==> src/rtl/wsw_pkg.sv <==
// weekday schedule window: shared types, constants and helper functions
// no dependencies; imported by every module of the block
`timescale 1ns / 1ps
`default_nettype none

package wsw_pkg;

    // field widths
    localparam int HOUR_W     = 5;
    localparam int MINUTE_W   = 6;
    localparam int SECOND_W   = 6;
    localparam int WDAY_W     = 3;
    localparam int MASK_W     = 7;
    localparam int DAY_MIN_W  = 11;
    localparam int DAY_SEC_W  = 17;
    localparam int CFG_DATA_W = 17;
    localparam int CFG_IDX_W  = 3;
    localparam int S_TDATA_W  = 24;
    localparam int M_TDATA_W  = 8;

    // clamp limits and calendar constants
    localparam logic [HOUR_W-1:0]    HOUR_MAX   = 5'd23;
    localparam logic [MINUTE_W-1:0]  MINUTE_MAX = 6'd59;
    localparam logic [SECOND_W-1:0]  SECOND_MAX = 6'd59;
    localparam logic [DAY_SEC_W-1:0] SECONDS_PER_DAY = 17'd86400;
    localparam logic [WDAY_W-1:0]    WDAY_SUNDAY   = 3'd0;
    localparam logic [WDAY_W-1:0]    WDAY_SATURDAY = 3'd6;
    localparam logic [WDAY_W-1:0]    WDAY_NONE     = 3'd7;

    // queue between front and back, depth must be a power of two
    localparam int QUEUE_DEPTH = 4;
    localparam int QPTR_W      = $clog2(QUEUE_DEPTH);
    localparam int QCNT_W      = $clog2(QUEUE_DEPTH + 1);

    // remainder pipeline: stages times steps covers the dividend plus a leading zero
    localparam int DIV_STAGES = 6;
    localparam int DIV_STEPS  = 3;
    localparam int DIV_NUM_W  = DIV_STAGES * DIV_STEPS;

    typedef enum logic [1:0] {
        MODE_OFF    = 2'd0,
        MODE_WINDOW = 2'd1,
        MODE_DAILY  = 2'd2,
        MODE_CYCLIC = 2'd3
    } mode_t;

    typedef enum logic [CFG_IDX_W-1:0] {
        CFG_MODE         = 3'd0,
        CFG_DAY_MASK     = 3'd1,
        CFG_WIN_START    = 3'd2,
        CFG_WIN_STOP     = 3'd3,
        CFG_DAILY_START  = 3'd4,
        CFG_ON_SECONDS   = 3'd5,
        CFG_PERIOD       = 3'd6
    } cfg_idx_t;

    typedef struct packed {
        mode_t                 mode;
        logic [MASK_W-1:0]     day_mask;
        logic [DAY_MIN_W-1:0]  win_start;
        logic [DAY_MIN_W-1:0]  win_stop;
        logic [DAY_MIN_W-1:0]  daily_start;
        logic [DAY_SEC_W-1:0]  on_sec;
        logic [DAY_SEC_W-1:0]  period_sec;
    } cfg_t;

    // classified query as it travels from front to back
    typedef struct packed {
        logic [DAY_MIN_W-1:0] now_min;
        logic [DAY_SEC_W-1:0] now_sec;
        logic                 today;
        logic                 yest;
    } item_t;

    typedef struct packed {
        logic              push;
        logic              pop;
        logic              full;
        logic              empty;
        logic [QCNT_W-1:0] count;
    } q_stat_t;

    // x * 60 as shift and subtract
    function automatic logic [DAY_SEC_W-1:0] mul60(input logic [DAY_SEC_W-1:0] x);
        return (x << 6) - (x << 2);
    endfunction

    // one restoring step of a remainder
    function automatic logic [DAY_SEC_W-1:0] div_step(
        input logic [DAY_SEC_W-1:0] rem,
        input logic                 nbit,
        input logic [DAY_SEC_W-1:0] divisor
    );
        logic [DAY_SEC_W:0] t;
        t = {rem, nbit};
        if (t >= {1'b0, divisor}) begin
            t = t - {1'b0, divisor};
        end
        return t[DAY_SEC_W-1:0];
    endfunction

endpackage

`default_nettype wire

==> src/rtl/weekday_schedule_window_core.sv <==
// weekday schedule window core: an accepted s_ beat reaches m_tvalid through the queue write,
// six remainder stages and the output register when the queue is empty
// throughput one beat per cycle while m_tready does not hold the output, set by the six-stage
// remainder pipeline that reduces the time of day and the day length by the cycle period
// reset (aresetn low, synchronous) clears the config registers to zero and empties the
// queue and pipeline; no clearing pass, s_tready is high as soon as the queue is cleared
`timescale 1ns / 1ps
`default_nettype none

module weekday_schedule_window_core (
    input  wire logic                           aclk,
    input  wire logic                           aresetn,
    // configuration write port
    input  wire logic                           cfg_wr_en,
    input  wire logic [wsw_pkg::CFG_IDX_W-1:0]  cfg_addr,
    input  wire logic [wsw_pkg::CFG_DATA_W-1:0] cfg_wr_data,
    // query stream
    input  wire logic                           s_tvalid,
    output logic                                s_tready,
    // hour [4:0], minute [10:5], second [16:11], weekday [19:17], zero pad
    input  wire logic [wsw_pkg::S_TDATA_W-1:0]  s_tdata,
    // result stream
    output logic                                m_tvalid,
    input  wire logic                           m_tready,
    // active [0], zero pad
    output logic [wsw_pkg::M_TDATA_W-1:0]       m_tdata
);
    import wsw_pkg::*;

    cfg_t    cfg_reg, cfg_next;
    item_t   push_item, pop_item;
    logic    push_valid, push_ready;
    logic    pop_valid, pop_ready;
    q_stat_t q_stat;

    // config registers; the user must write them only while the block is idle, the block does not enforce it
    always_comb begin
        cfg_next = cfg_reg;
        if (cfg_wr_en) begin
            case (cfg_idx_t'(cfg_addr))
                CFG_MODE:        cfg_next.mode        = mode_t'(cfg_wr_data[1:0]);
                CFG_DAY_MASK:    cfg_next.day_mask    = cfg_wr_data[MASK_W-1:0];
                CFG_WIN_START:   cfg_next.win_start   = cfg_wr_data[DAY_MIN_W-1:0];
                CFG_WIN_STOP:    cfg_next.win_stop    = cfg_wr_data[DAY_MIN_W-1:0];
                CFG_DAILY_START: cfg_next.daily_start = cfg_wr_data[DAY_MIN_W-1:0];
                CFG_ON_SECONDS:  cfg_next.on_sec      = cfg_wr_data[DAY_SEC_W-1:0];
                CFG_PERIOD:      cfg_next.period_sec  = cfg_wr_data[DAY_SEC_W-1:0];
                default:         cfg_next = cfg_reg;
            endcase
        end
    end

    always_ff @(posedge aclk) begin
        if (!aresetn) begin
            cfg_reg <= '0;
        end else begin
            cfg_reg <= cfg_next;
        end
    end

    // front: clamp time fields, form minute and second of day, pick day bits
    wsw_front u_front (
        .s_tvalid   (s_tvalid),
        .s_tready   (s_tready),
        .s_tdata    (s_tdata),
        .day_mask   (cfg_reg.day_mask),
        .push_valid (push_valid),
        .push_ready (push_ready),
        .push_item  (push_item)
    );

    // decouples the front from back-pressure on the result side
    wsw_queue u_queue (
        .aclk       (aclk),
        .aresetn    (aresetn),
        .push_valid (push_valid),
        .push_ready (push_ready),
        .push_item  (push_item),
        .pop_valid  (pop_valid),
        .pop_ready  (pop_ready),
        .pop_item   (pop_item),
        .stat       (q_stat)
    );

    // back: remainder pipeline, mode decision, output register
    wsw_back u_back (
        .aclk      (aclk),
        .aresetn   (aresetn),
        .cfg       (cfg_reg),
        .pop_valid (pop_valid),
        .pop_ready (pop_ready),
        .pop_item  (pop_item),
        .m_tvalid  (m_tvalid),
        .m_tready  (m_tready),
        .m_tdata   (m_tdata)
    );

`ifndef NO_ASSERTIONS
    // queue occupancy never goes beyond its depth
    a_q_bound: assert property (@(posedge aclk) disable iff (!aresetn)
        q_stat.count <= QCNT_W'(QUEUE_DEPTH))
        else $error("queue count above depth");

    // full and empty flags never both set
    a_q_flags: assert property (@(posedge aclk) disable iff (!aresetn)
        !(q_stat.full && q_stat.empty))
        else $error("queue full and empty at once");

    // a push without a pop grows the queue by exactly one beat
    a_q_grow: assert property (@(posedge aclk) disable iff (!aresetn)
        (q_stat.push && !q_stat.pop) |=> q_stat.count == $past(q_stat.count) + 1'b1)
        else $error("queue count did not follow push");

    // a pop without a push shrinks the queue by exactly one beat
    a_q_shrink: assert property (@(posedge aclk) disable iff (!aresetn)
        (q_stat.pop && !q_stat.push) |=> q_stat.count == $past(q_stat.count) - 1'b1)
        else $error("queue count did not follow pop");
`endif

endmodule

`default_nettype wire

==> src/rtl/wsw_front.sv <==
// front: accepts query beats, clamps the time fields and looks up the day bits
// depends on wsw_pkg
`timescale 1ns / 1ps
`default_nettype none

module wsw_front (
    input  wire logic                          s_tvalid,
    output logic                               s_tready,
    // hour [4:0], minute [10:5], second [16:11], weekday [19:17], zero pad
    input  wire logic [wsw_pkg::S_TDATA_W-1:0] s_tdata,
    input  wire logic [wsw_pkg::MASK_W-1:0]    day_mask,
    output logic                               push_valid,
    input  wire logic                          push_ready,
    output wsw_pkg::item_t                     push_item
);
    import wsw_pkg::*;

    logic [HOUR_W-1:0]    hour_in;
    logic [MINUTE_W-1:0]  minute_in;
    logic [SECOND_W-1:0]  second_in;
    logic [WDAY_W-1:0]    wday_in;
    logic [HOUR_W-1:0]    hour_c;
    logic [MINUTE_W-1:0]  minute_c;
    logic [SECOND_W-1:0]  second_c;
    logic [WDAY_W-1:0]    yest_day;
    logic [MASK_W:0]      mask_ext;
    logic [DAY_SEC_W-1:0] hour_min;
    logic [DAY_MIN_W-1:0] now_min;
    logic [DAY_SEC_W-1:0] min_sec;

    assign hour_in   = s_tdata[HOUR_W-1:0];
    assign minute_in = s_tdata[HOUR_W+MINUTE_W-1:HOUR_W];
    assign second_in = s_tdata[HOUR_W+MINUTE_W+SECOND_W-1:HOUR_W+MINUTE_W];
    assign wday_in   = s_tdata[HOUR_W+MINUTE_W+SECOND_W+WDAY_W-1:HOUR_W+MINUTE_W+SECOND_W];

    assign hour_c   = (hour_in > HOUR_MAX) ? HOUR_MAX : hour_in;
    assign minute_c = (minute_in > MINUTE_MAX) ? MINUTE_MAX : minute_in;
    assign second_c = (second_in > SECOND_MAX) ? SECOND_MAX : second_in;

    assign hour_min = mul60(DAY_SEC_W'(hour_c));
    assign now_min  = hour_min[DAY_MIN_W-1:0] + DAY_MIN_W'(minute_c);
    assign min_sec  = mul60(DAY_SEC_W'(now_min));

    // top bit stands for the missing weekday and always reads 0
    assign mask_ext = {1'b0, day_mask};
    assign yest_day = (wday_in == WDAY_NONE)   ? WDAY_NONE :
                      (wday_in == WDAY_SUNDAY) ? WDAY_SATURDAY : wday_in - 3'd1;

    assign push_item.now_min = now_min;
    assign push_item.now_sec = min_sec + DAY_SEC_W'(second_c);
    assign push_item.today   = mask_ext[wday_in];
    assign push_item.yest    = mask_ext[yest_day];

    assign push_valid = s_tvalid;
    assign s_tready   = push_ready;

endmodule

`default_nettype wire

==> src/rtl/wsw_queue.sv <==
// small queue of classified queries between front and back
// depends on wsw_pkg
`timescale 1ns / 1ps
`default_nettype none

module wsw_queue (
    input  wire logic           aclk,
    input  wire logic           aresetn,
    input  wire logic           push_valid,
    output logic                push_ready,
    input  wire wsw_pkg::item_t push_item,
    output logic                pop_valid,
    input  wire logic           pop_ready,
    output wsw_pkg::item_t      pop_item,
    output wsw_pkg::q_stat_t    stat
);
    import wsw_pkg::*;

    item_t             mem_reg [QUEUE_DEPTH];
    logic [QPTR_W-1:0] wr_ptr_reg, wr_ptr_next;
    logic [QPTR_W-1:0] rd_ptr_reg, rd_ptr_next;
    logic [QCNT_W-1:0] count_reg, count_next;
    logic              full, empty, push, pop;

    assign full  = (count_reg == QCNT_W'(QUEUE_DEPTH));
    assign empty = (count_reg == '0);
    assign push  = push_valid && !full;
    assign pop   = pop_ready && !empty;

    assign push_ready = !full;
    assign pop_valid  = !empty;
    assign pop_item   = mem_reg[rd_ptr_reg];

    always_comb begin
        wr_ptr_next = push ? wr_ptr_reg + 1'b1 : wr_ptr_reg;
        rd_ptr_next = pop ? rd_ptr_reg + 1'b1 : rd_ptr_reg;
        count_next  = count_reg;
        if (push && !pop) begin
            count_next = count_reg + 1'b1;
        end else if (pop && !push) begin
            count_next = count_reg - 1'b1;
        end
    end

    always_ff @(posedge aclk) begin
        if (!aresetn) begin
            wr_ptr_reg <= '0;
            rd_ptr_reg <= '0;
            count_reg  <= '0;
        end else begin
            wr_ptr_reg <= wr_ptr_next;
            rd_ptr_reg <= rd_ptr_next;
            count_reg  <= count_next;
        end
    end

    always_ff @(posedge aclk) begin
        if (push) begin
            mem_reg[wr_ptr_reg] <= push_item;
        end
    end

    assign stat.push  = push;
    assign stat.pop   = pop;
    assign stat.full  = full;
    assign stat.empty = empty;
    assign stat.count = count_reg;

endmodule

`default_nettype wire

==> src/rtl/wsw_back.sv <==
// back: pipelined remainder by the cycle period, mode decision and output register
// depends on wsw_pkg
`timescale 1ns / 1ps
`default_nettype none

module wsw_back (
    input  wire logic                          aclk,
    input  wire logic                          aresetn,
    input  wire wsw_pkg::cfg_t                 cfg,
    input  wire logic                          pop_valid,
    output logic                               pop_ready,
    input  wire wsw_pkg::item_t                pop_item,
    output logic                               m_tvalid,
    input  wire logic                          m_tready,
    // active [0], zero pad
    output logic [wsw_pkg::M_TDATA_W-1:0]      m_tdata
);
    import wsw_pkg::*;

    // lane a: now_sec mod period, lane b: seconds per day mod period
    typedef struct packed {
        item_t                item;
        logic [DIV_NUM_W-1:0] num_a;
        logic [DIV_NUM_W-1:0] num_b;
        logic [DAY_SEC_W-1:0] rem_a;
        logic [DAY_SEC_W-1:0] rem_b;
    } stage_t;

    stage_t stg_reg  [DIV_STAGES];
    stage_t stg_src  [DIV_STAGES];
    stage_t stg_next [DIV_STAGES];
    logic   vld_reg  [DIV_STAGES];
    logic   vld_in   [DIV_STAGES];
    logic   rdy      [DIV_STAGES+1];

    logic m_tvalid_reg;
    logic active_reg, active_next;

    function automatic logic decide(input cfg_t c, input stage_t s);
        logic [DAY_SEC_W-1:0] open_sec;
        logic [DAY_SEC_W:0]   close_sec;
        logic [DAY_SEC_W-1:0] phase;
        logic                 on;
        open_sec  = mul60(DAY_SEC_W'(c.daily_start));
        close_sec = {1'b0, open_sec} + {1'b0, c.on_sec};
        phase     = s.rem_b;
        on        = 1'b0;
        case (c.mode)
            MODE_OFF: begin
                on = 1'b0;
            end
            MODE_WINDOW: begin
                if (c.win_start < c.win_stop) begin
                    on = s.item.today && s.item.now_min >= c.win_start
                         && s.item.now_min < c.win_stop;
                end else if (c.win_start > c.win_stop) begin
                    on = (s.item.today && s.item.now_min >= c.win_start)
                         || (s.item.yest && s.item.now_min < c.win_stop);
                end else begin
                    on = 1'b0;
                end
            end
            MODE_DAILY: begin
                if (close_sec <= {1'b0, SECONDS_PER_DAY}) begin
                    on = s.item.today && s.item.now_sec >= open_sec
                         && {1'b0, s.item.now_sec} < close_sec;
                end else begin
                    // part past midnight belongs to yesterday
                    on = (s.item.today && s.item.now_sec >= open_sec)
                         || (s.item.yest && {1'b0, s.item.now_sec}
                             < close_sec - {1'b0, SECONDS_PER_DAY});
                end
            end
            MODE_CYCLIC: begin
                if (c.period_sec == '0) begin
                    on = 1'b0;
                end else begin
                    on = (s.item.today && s.rem_a < c.on_sec)
                         || (phase != '0 && phase < c.on_sec && s.item.yest
                             && s.item.now_sec < c.on_sec - phase);
                end
            end
            default: begin
                on = 1'b0;
            end
        endcase
        return on;
    endfunction

    for (genvar k = 0; k < DIV_STAGES; k++) begin : g_stage
        if (k == 0) begin : g_first
            assign stg_src[k].item  = pop_item;
            assign stg_src[k].num_a = DIV_NUM_W'(pop_item.now_sec);
            assign stg_src[k].num_b = DIV_NUM_W'(SECONDS_PER_DAY);
            assign stg_src[k].rem_a = '0;
            assign stg_src[k].rem_b = '0;
            assign vld_in[k]        = pop_valid;
        end else begin : g_rest
            assign stg_src[k] = stg_reg[k-1];
            assign vld_in[k]  = vld_reg[k-1];
        end

        always_comb begin
            stg_next[k] = stg_src[k];
            for (int j = 0; j < DIV_STEPS; j++) begin
                stg_next[k].rem_a = div_step(stg_next[k].rem_a,
                                             stg_next[k].num_a[DIV_NUM_W-1],
                                             cfg.period_sec);
                stg_next[k].rem_b = div_step(stg_next[k].rem_b,
                                             stg_next[k].num_b[DIV_NUM_W-1],
                                             cfg.period_sec);
                stg_next[k].num_a = stg_next[k].num_a << 1;
                stg_next[k].num_b = stg_next[k].num_b << 1;
            end
        end

        assign rdy[k] = !vld_reg[k] || rdy[k+1];

        always_ff @(posedge aclk) begin
            if (!aresetn) begin
                vld_reg[k] <= 1'b0;
            end else if (rdy[k]) begin
                vld_reg[k] <= vld_in[k];
            end
        end

        always_ff @(posedge aclk) begin
            if (rdy[k] && vld_in[k]) begin
                stg_reg[k] <= stg_next[k];
            end
        end
    end

    assign rdy[DIV_STAGES] = !m_tvalid_reg || m_tready;
    assign pop_ready       = rdy[0];
    assign active_next     = decide(cfg, stg_reg[DIV_STAGES-1]);

    always_ff @(posedge aclk) begin
        if (!aresetn) begin
            m_tvalid_reg <= 1'b0;
        end else if (rdy[DIV_STAGES]) begin
            m_tvalid_reg <= vld_reg[DIV_STAGES-1];
        end
    end

    always_ff @(posedge aclk) begin
        if (rdy[DIV_STAGES] && vld_reg[DIV_STAGES-1]) begin
            active_reg <= active_next;
        end
    end

    assign m_tvalid = m_tvalid_reg;
    assign m_tdata  = M_TDATA_W'(active_reg);

endmodule

`default_nettype wire

==> config.mk <==
export PLATFORM = sky130hd
export DESIGN_NAME = weekday_schedule_window_core
export DESIGN_NICKNAME = d
export VERILOG_FILES = /design/src/rtl/wsw_pkg.sv /design/src/rtl/weekday_schedule_window_core.sv /design/src/rtl/wsw_front.sv /design/src/rtl/wsw_queue.sv /design/src/rtl/wsw_back.sv
export SDC_FILE = /design/constraint.sdc
export NUM_CORES = 2
export LEC_CHECK = 0
export ABC_AREA = 1
export BUFFER_PORTS_ARGS = -buffer_cell sky130_fd_sc_hd__buf_2
export CAP_MARGIN = 25
export CORE_MARGIN = 3
export CORE_UTILIZATION = 55
export DETAILED_ROUTE_END_ITERATION = 8
export PLACE_DENSITY = 0.74
export SYNTH_ARGS = -nofsm -noshare
export SYNTH_HDL_FRONTEND = slang
export SYNTH_SLANG_ARGS = --single-unit
export TNS_END_PERCENT = 5
==> constraint.sdc <==
create_clock -name aclk -period 9.5 [get_ports aclk]
set_input_delay 1.425 -clock aclk [delete_from_list [all_inputs] [get_ports aclk]]
set_output_delay 1.425 -clock aclk [all_outputs]
set_load 0.05 [all_outputs]
==> Word level (Yosys, flattened, before mapping) <==
Memories as Yosys holds them, arrays and structs flattened. A register that Yosys moved wholly into a read port is not among the register bits.
Index checks and enable logic that the tools add are counted.
{ "totals": {"reg_bits": 85, "latch_bits": 0, "ram_bits": 690, "rom_bits": 0, "n_memories": 3} }
{ "op_classes": {"n_addsub": 48, "mul": 0, "div_mod_pow": 0, "n_lt_le_gt_ge": 51, "n_eq_ne": 11, "shifts": 0, "muxes": 92, "n_bitwise": 6, "n_reduce_logical": 55} }
{ "mem_list": {"columns": ["memory", "depth", "width", "read_ports", "rd_clocked_by_memory_dff", "wr", "line", "rtl"], "rows": [
  ["u_back.stg_reg", 6, 94, 6, 0, 6, "wsw_back.sv:29", "stage_t stg_reg [DIV_STAGES];"],
  ["u_queue.mem_reg", 4, 30, 1, 1, 1, "wsw_queue.sv:19", "item_t mem_reg [QUEUE_DEPTH];"],
  ["u_back.vld_reg", 6, 1, 6, 0, 6, "wsw_back.sv:32", "logic vld_reg [DIV_STAGES];"]
]} }
{ "op_table": {"columns": ["operator", "count"], "rows": [
  [">= comparator 18 x 17 -> 1 bit", 34],
  ["2-to-1 mux 17 bit", 35],
  ["subtractor 17 bit", 35],
  ["< comparator 17 bit", 3],
  ["2-to-1 mux 1 bit", 45],
  ["< comparator 17 x 18 -> 1 bit", 2],
  ["subtractor 17 x 13 -> 17 bit", 2],
  ["< comparator 11 bit", 2],
  ["logical AND 1 bit", 20],
  ["adder 17 x 17 -> 18 bit", 1],
  ["less-or-equal comparator 18 x 17 -> 1 bit, second input constant", 1],
  ["subtractor 18 x 17 -> 18 bit, second input constant", 1],
  ["adder 17 x 6 -> 17 bit", 1],
  [">= comparator 1 x 17 -> 1 bit, first input constant", 1],
  [">= comparator 17 bit", 1],
  ["zero test 17 bit", 1],
  ["nonzero test 17 bit", 1],
  ["subtractor 1 x 17 -> 17 bit, first input constant", 1],
  ["== test 3 bit, second input constant", 5],
  ["AND reduction 2 bit", 7],
  ["greater-than comparator 6 bit, second input constant", 2],
  ["2-to-1 mux 3 bit", 4],
  ["2-to-1 mux 6 bit", 2],
  ["adder 11 x 6 -> 11 bit", 1],
  ["other kinds (22)", 55]
]} }

==> Logic depth before layout (Yosys ltp) <==
{ "depth": {"ltp_word": 12, "ltp_mapped": 52, "depth_no_buf": 46} }

==> By module <==
From an unflattened synthesis, not the netlist that was laid out.
{ "hier_totals": {"cells_unflattened": 7896, "hier_area_um2": 58461.1} }
{ "modules_own_cells": {"columns": ["module", "n_inst", "cells_per_inst", "area_each_um2", "seq_area_each_um2"], "rows": [
  ["wsw_back", 1, 6842, 48951.9, 11751.3],
  ["wsw_queue", 1, 367, 5066.1, 3783.6],
  ["weekday_schedule_window_core", 1, 446, 3070.4, 1521.5],
  ["wsw_front", 1, 241, 1372.6, 0.0]
]} }

==> Worst setup path after synthesis <==
No wires, ideal clock.
{ "synth_timing": {"path_kind": "register to register", "start": "register cfg_reg[1] (netlist bit)", "end": "memory u_back.stg_reg[0][25] (netlist bit), data pin", "setup_ns": 0.262, "arrival_time_ns": 7.601, "slack_ns": 1.638, "stages_incl_launch_ff": 44, "n_path_buf": 2, "period_less_slack_ns": 7.862, "path_cell_list": "dfxtp_1 > inv_1 > ha_1 > nand2_1 > nor2_1 > nand2_1 > inv_1 > nand2_1 > nor2_1 > nand3_1 > nor3_2 > inv_1 > nor4_1 > ha_1 > inv_1 > nand2_4 > inv_1 > nor3_1 > (+8 left out) > nand2_4 > buf_2 > o21ai_0 > inv_1 > ha_1 > a21oi_1 > nand2_1 > a21oi_1 > o21ai_1 > a21oi_1 > o21ai_1 > nand2_1 > nand3_1 > a21oi_2 > nand3b_4 > buf_6 > nand2_2 > o21ai_2"} }
{ "synth_lines": {"columns": ["item", "line", "rtl"], "rows": [
  ["start: declaration", "weekday_schedule_window_core.sv:30", "cfg_t cfg_reg, cfg_next;"],
  ["start signal: assignment", "weekday_schedule_window_core.sv:57", "cfg_reg <= cfg_next;"],
  ["end: declaration", "wsw_back.sv:29", null]
]} }

==> impl_metrics.env <==
export IMPL_r2r_end="u_back.stg_reg[0][12]"
export IMPL_synthSimpleGateAreaFrac_pct=21.5
export IMPL_clk_latency_ns=0.65
export IMPL_totalWireLength_mm=156
export IMPL_start_util_pct=55.5
export IMPL_place_area_um2=59300
export IMPL_ys_seq_area_share_pct=29.6
export IMPL_layout_drive_gt1_share_pct=5.73
export IMPL_relSlewSlack_pct=35.3
export IMPL_setup_viol=0
export IMPL_grt_max_degree=90
export IMPL_core_um2=104000
export IMPL_die_width_um=329
export IMPL_antenna_found_initial=1
export IMPL_cts_tree="built"
export IMPL_grt_pass1_vias=47830
export IMPL_cts_buffer_depth=3
export IMPL_ys_warn_count=0
export IMPL_synth_edf_count=510
export IMPL_grt_pass1_wl_mm=246
export IMPL_synthDistinctLibCells=78
export IMPL_synthFlopType="edfxtp_1"
export IMPL_htreeDepth=3
export IMPL_overflow=0
export IMPL_final_setup_skew_ns=0.0287
export IMPL_tightest_slew_ns=0.971
export IMPL_start_kind="flop"
export IMPL_cts_root_buf="clkbuf_16"
export IMPL_hold_depth=0
export IMPL_remaining_drc_errors=0
export IMPL_endpoint_kind="flop"
export IMPL_routed_via_density=5.64
export IMPL_min_path_type="reg -> reg"
export IMPL_ant_nets=0
export IMPL_path_class="reg -> reg"
export IMPL_maxCapViolCount=0
export IMPL_period_needed_ns=8.62
export IMPL_drv_slew=0
export IMPL_crit_path_frequent_cell="inv_1"
export IMPL_fmaxAchievable_mhz=116
export IMPL_hold_viol=0
export IMPL_port_buffers=47
export IMPL_synth_most_common_cell="nand2_1"
export IMPL_synth_top_family_by_area="simple AND/OR/NAND/NOR gates"
export IMPL_largest_reg_flops=384
export IMPL_rrSetupSlack_ns=0.88
export IMPL_synth_compound_area_share_pct=17.0
export IMPL_min_from="u_back.stg_reg[2][82]"
export IMPL_syn2layout_area_growth_pct=6.94
export IMPL_synth_area_top_cells="edfxtp_1 27%, ha_1 16%, nand2_1 13%"
export IMPL_num_antenna_cells=0
export IMPL_wl_per_cell_um=17.2
export IMPL_cts_resized=0
export IMPL_synth_xor_area_share_pct=8.23
export IMPL_yosysTopAreaCell="edfxtp_1"
export IMPL_critPathMaxStageDelay_ns=0.75
export IMPL_rows=118
export IMPL_async_flop_share_pct=0
export IMPL_synthTopCellsByCount="1929 x nand2_1, 802 x inv_1, 725 x ha_1"
export IMPL_cts_setup_buffers=0
export IMPL_worstPathArrival_ns=9.13
export IMPL_ctsHoldBuffers=0
export IMPL_whs_endpoint="u_back.stg_reg[3][82]"
export IMPL_nets=8410
export IMPL_fin_setup_tns_ns=0
export IMPL_reg2reg_from="cfg_reg[2]"
export IMPL_cp_required_ns=10.01
export IMPL_synth_fa_ha_area_share_pct=16.7
export IMPL_fin_area_um2=61500
export IMPL_fillerInstances=9509
export IMPL_dpl_hpwl_mm=119
export IMPL_drt_iter0_drc=3664
export IMPL_io_pins=59
export IMPL_cts_buffers=67
export IMPL_cp_slowest_cell="a211oi_1"
export IMPL_dieHeight_um=329
export IMPL_vias=51029
export IMPL_avgSynthCellArea_um2=7.61
export IMPL_grtUsageTotal_pct=28.1
export IMPL_numClockSinks=597
export IMPL_period_share_pct=90.7
export IMPL_reg2regPathDepth=38
export IMPL_rsz0062_at_grt="no"
export IMPL_worstPathMaxFanout=23
export IMPL_path_clk_slew_ns=0.06
export IMPL_first_pass_iters=6
export IMPL_outcome="finished clean"
export IMPL_synth_ff_latch_count=597
export IMPL_syn_area_um2=57600
export IMPL_dieArea_um2=109000
export IMPL_synth_top_area_share_pct=26.6
export IMPL_syn_inst=7564
export IMPL_place_congestion=0.989
export IMPL_synth_mux_area_fraction_pct=0
cells by family (layout without fill, tap and decap cells):
family                   after synthesis  in the layout
AO/OA/AOI/OAI                       1732           1732
XOR/XNOR                             541            541
adder cells (fa/ha/maj)              753            753
buffers and inverters                980           1070
flip-flops                           597            597
other                                  1              7
AND/OR/NAND/NOR                     2960           2960
cell type report:
cell class	count	area, um2	share of cell area [%]
timing repair buffer	121	886	1.44
clock buffer	88	1840	2.99
multi-input combinational	5993	36600	59.4
tap	1380	1730	2.81
clock inverter	33	357	0.579
sequential	597	17100	27.7
inverter	828	3120	5.06
critical path, delay by kind of cell (launching register included):
family	cells	cell delay (ns)
fa+ha+maj	3	1.01
simple gates	17	2.87
buf+inv	8	1.53
compound gates	10	2.66
flops	1	0.37
stage by stage:
stage | std cells | worst slack, ns | hold slack, ns | util, %
floorplan | 7570 | 1.64 | 0.400 | -
global placement | 8918 | 1.18 | 0.401 | 57.2
detailed placement | 8918 | 1.10 | 0.405 | 57.2
CTS | 9039 | 1.08 | 0.416 | 59.4
global route | 9040 | 0.284 | 0.417 | 59.4
finish | 9040 | 0.880 | 0.414 | 59.4
routing by layer:
| layer | vias to the layer above | track usage, % | share of wire [%] |
|---|---|---|---|
| li1 | 25921 | - | - |
| met1 | 23456 | 37.1 | 44 |
| met2 | 1326 | 47.2 | 46 |
| met3 | 326 | 3.35 | 5.7 |
| met4 | 0 | 10.9 | 4.2 |
| met5 | - | 0 | 0 |
placed cells by master, fill, tap and decap left out, types with 12 or more instances in the layout:
cell type	instances
fa_1	28
nor3_1	77
a21o_1	57
xor2_1	349
xnor2_1	192
o21a_1	21
edfxtp_1	510
o21ai_2	31
nor2_4	12
nor2_2	12
a211oi_1	17
o2111ai_1	15
buf_2	47
o211ai_1	14
a21boi_0	16
inv_1	783
nand3_2	15
or2_2	21
clkbuf_1	14
o22ai_1	31
o21bai_1	33
nand3_1	294
nand4_1	65
nor2_1	437
nor4_1	23
nand3b_1	12
o21ai_1	138
inv_2	41
o21ai_0	553
ha_1	725
a21oi_2	12
nand2_2	26
dfxtp_1	85
buf_4	66
a21oi_1	678
a31oi_1	41
nand2_1	1929
clkbuf_16	69
worst max-delay path by stage:
stage	start	end	slack, ns	depth (start not counted)
floorplan	cfg_reg[1]	u_back.stg_reg[0][25]	1.64	43
global route	cfg_reg[2]	u_back.stg_reg[0][6]	0.28	41
global placement	cfg_reg[2]	u_back.stg_reg[0][5]	1.18	38
finish	cfg_reg[2]	u_back.stg_reg[0][12]	0.88	38
detailed placement	cfg_reg[2]	u_back.stg_reg[0][6]	1.10	38
CTS	cfg_reg[2]	u_back.stg_reg[0][6]	1.08	38
Power is not shown: default switching activity piles up to over one toggle a cycle in this logic, so the estimate is an artifact.
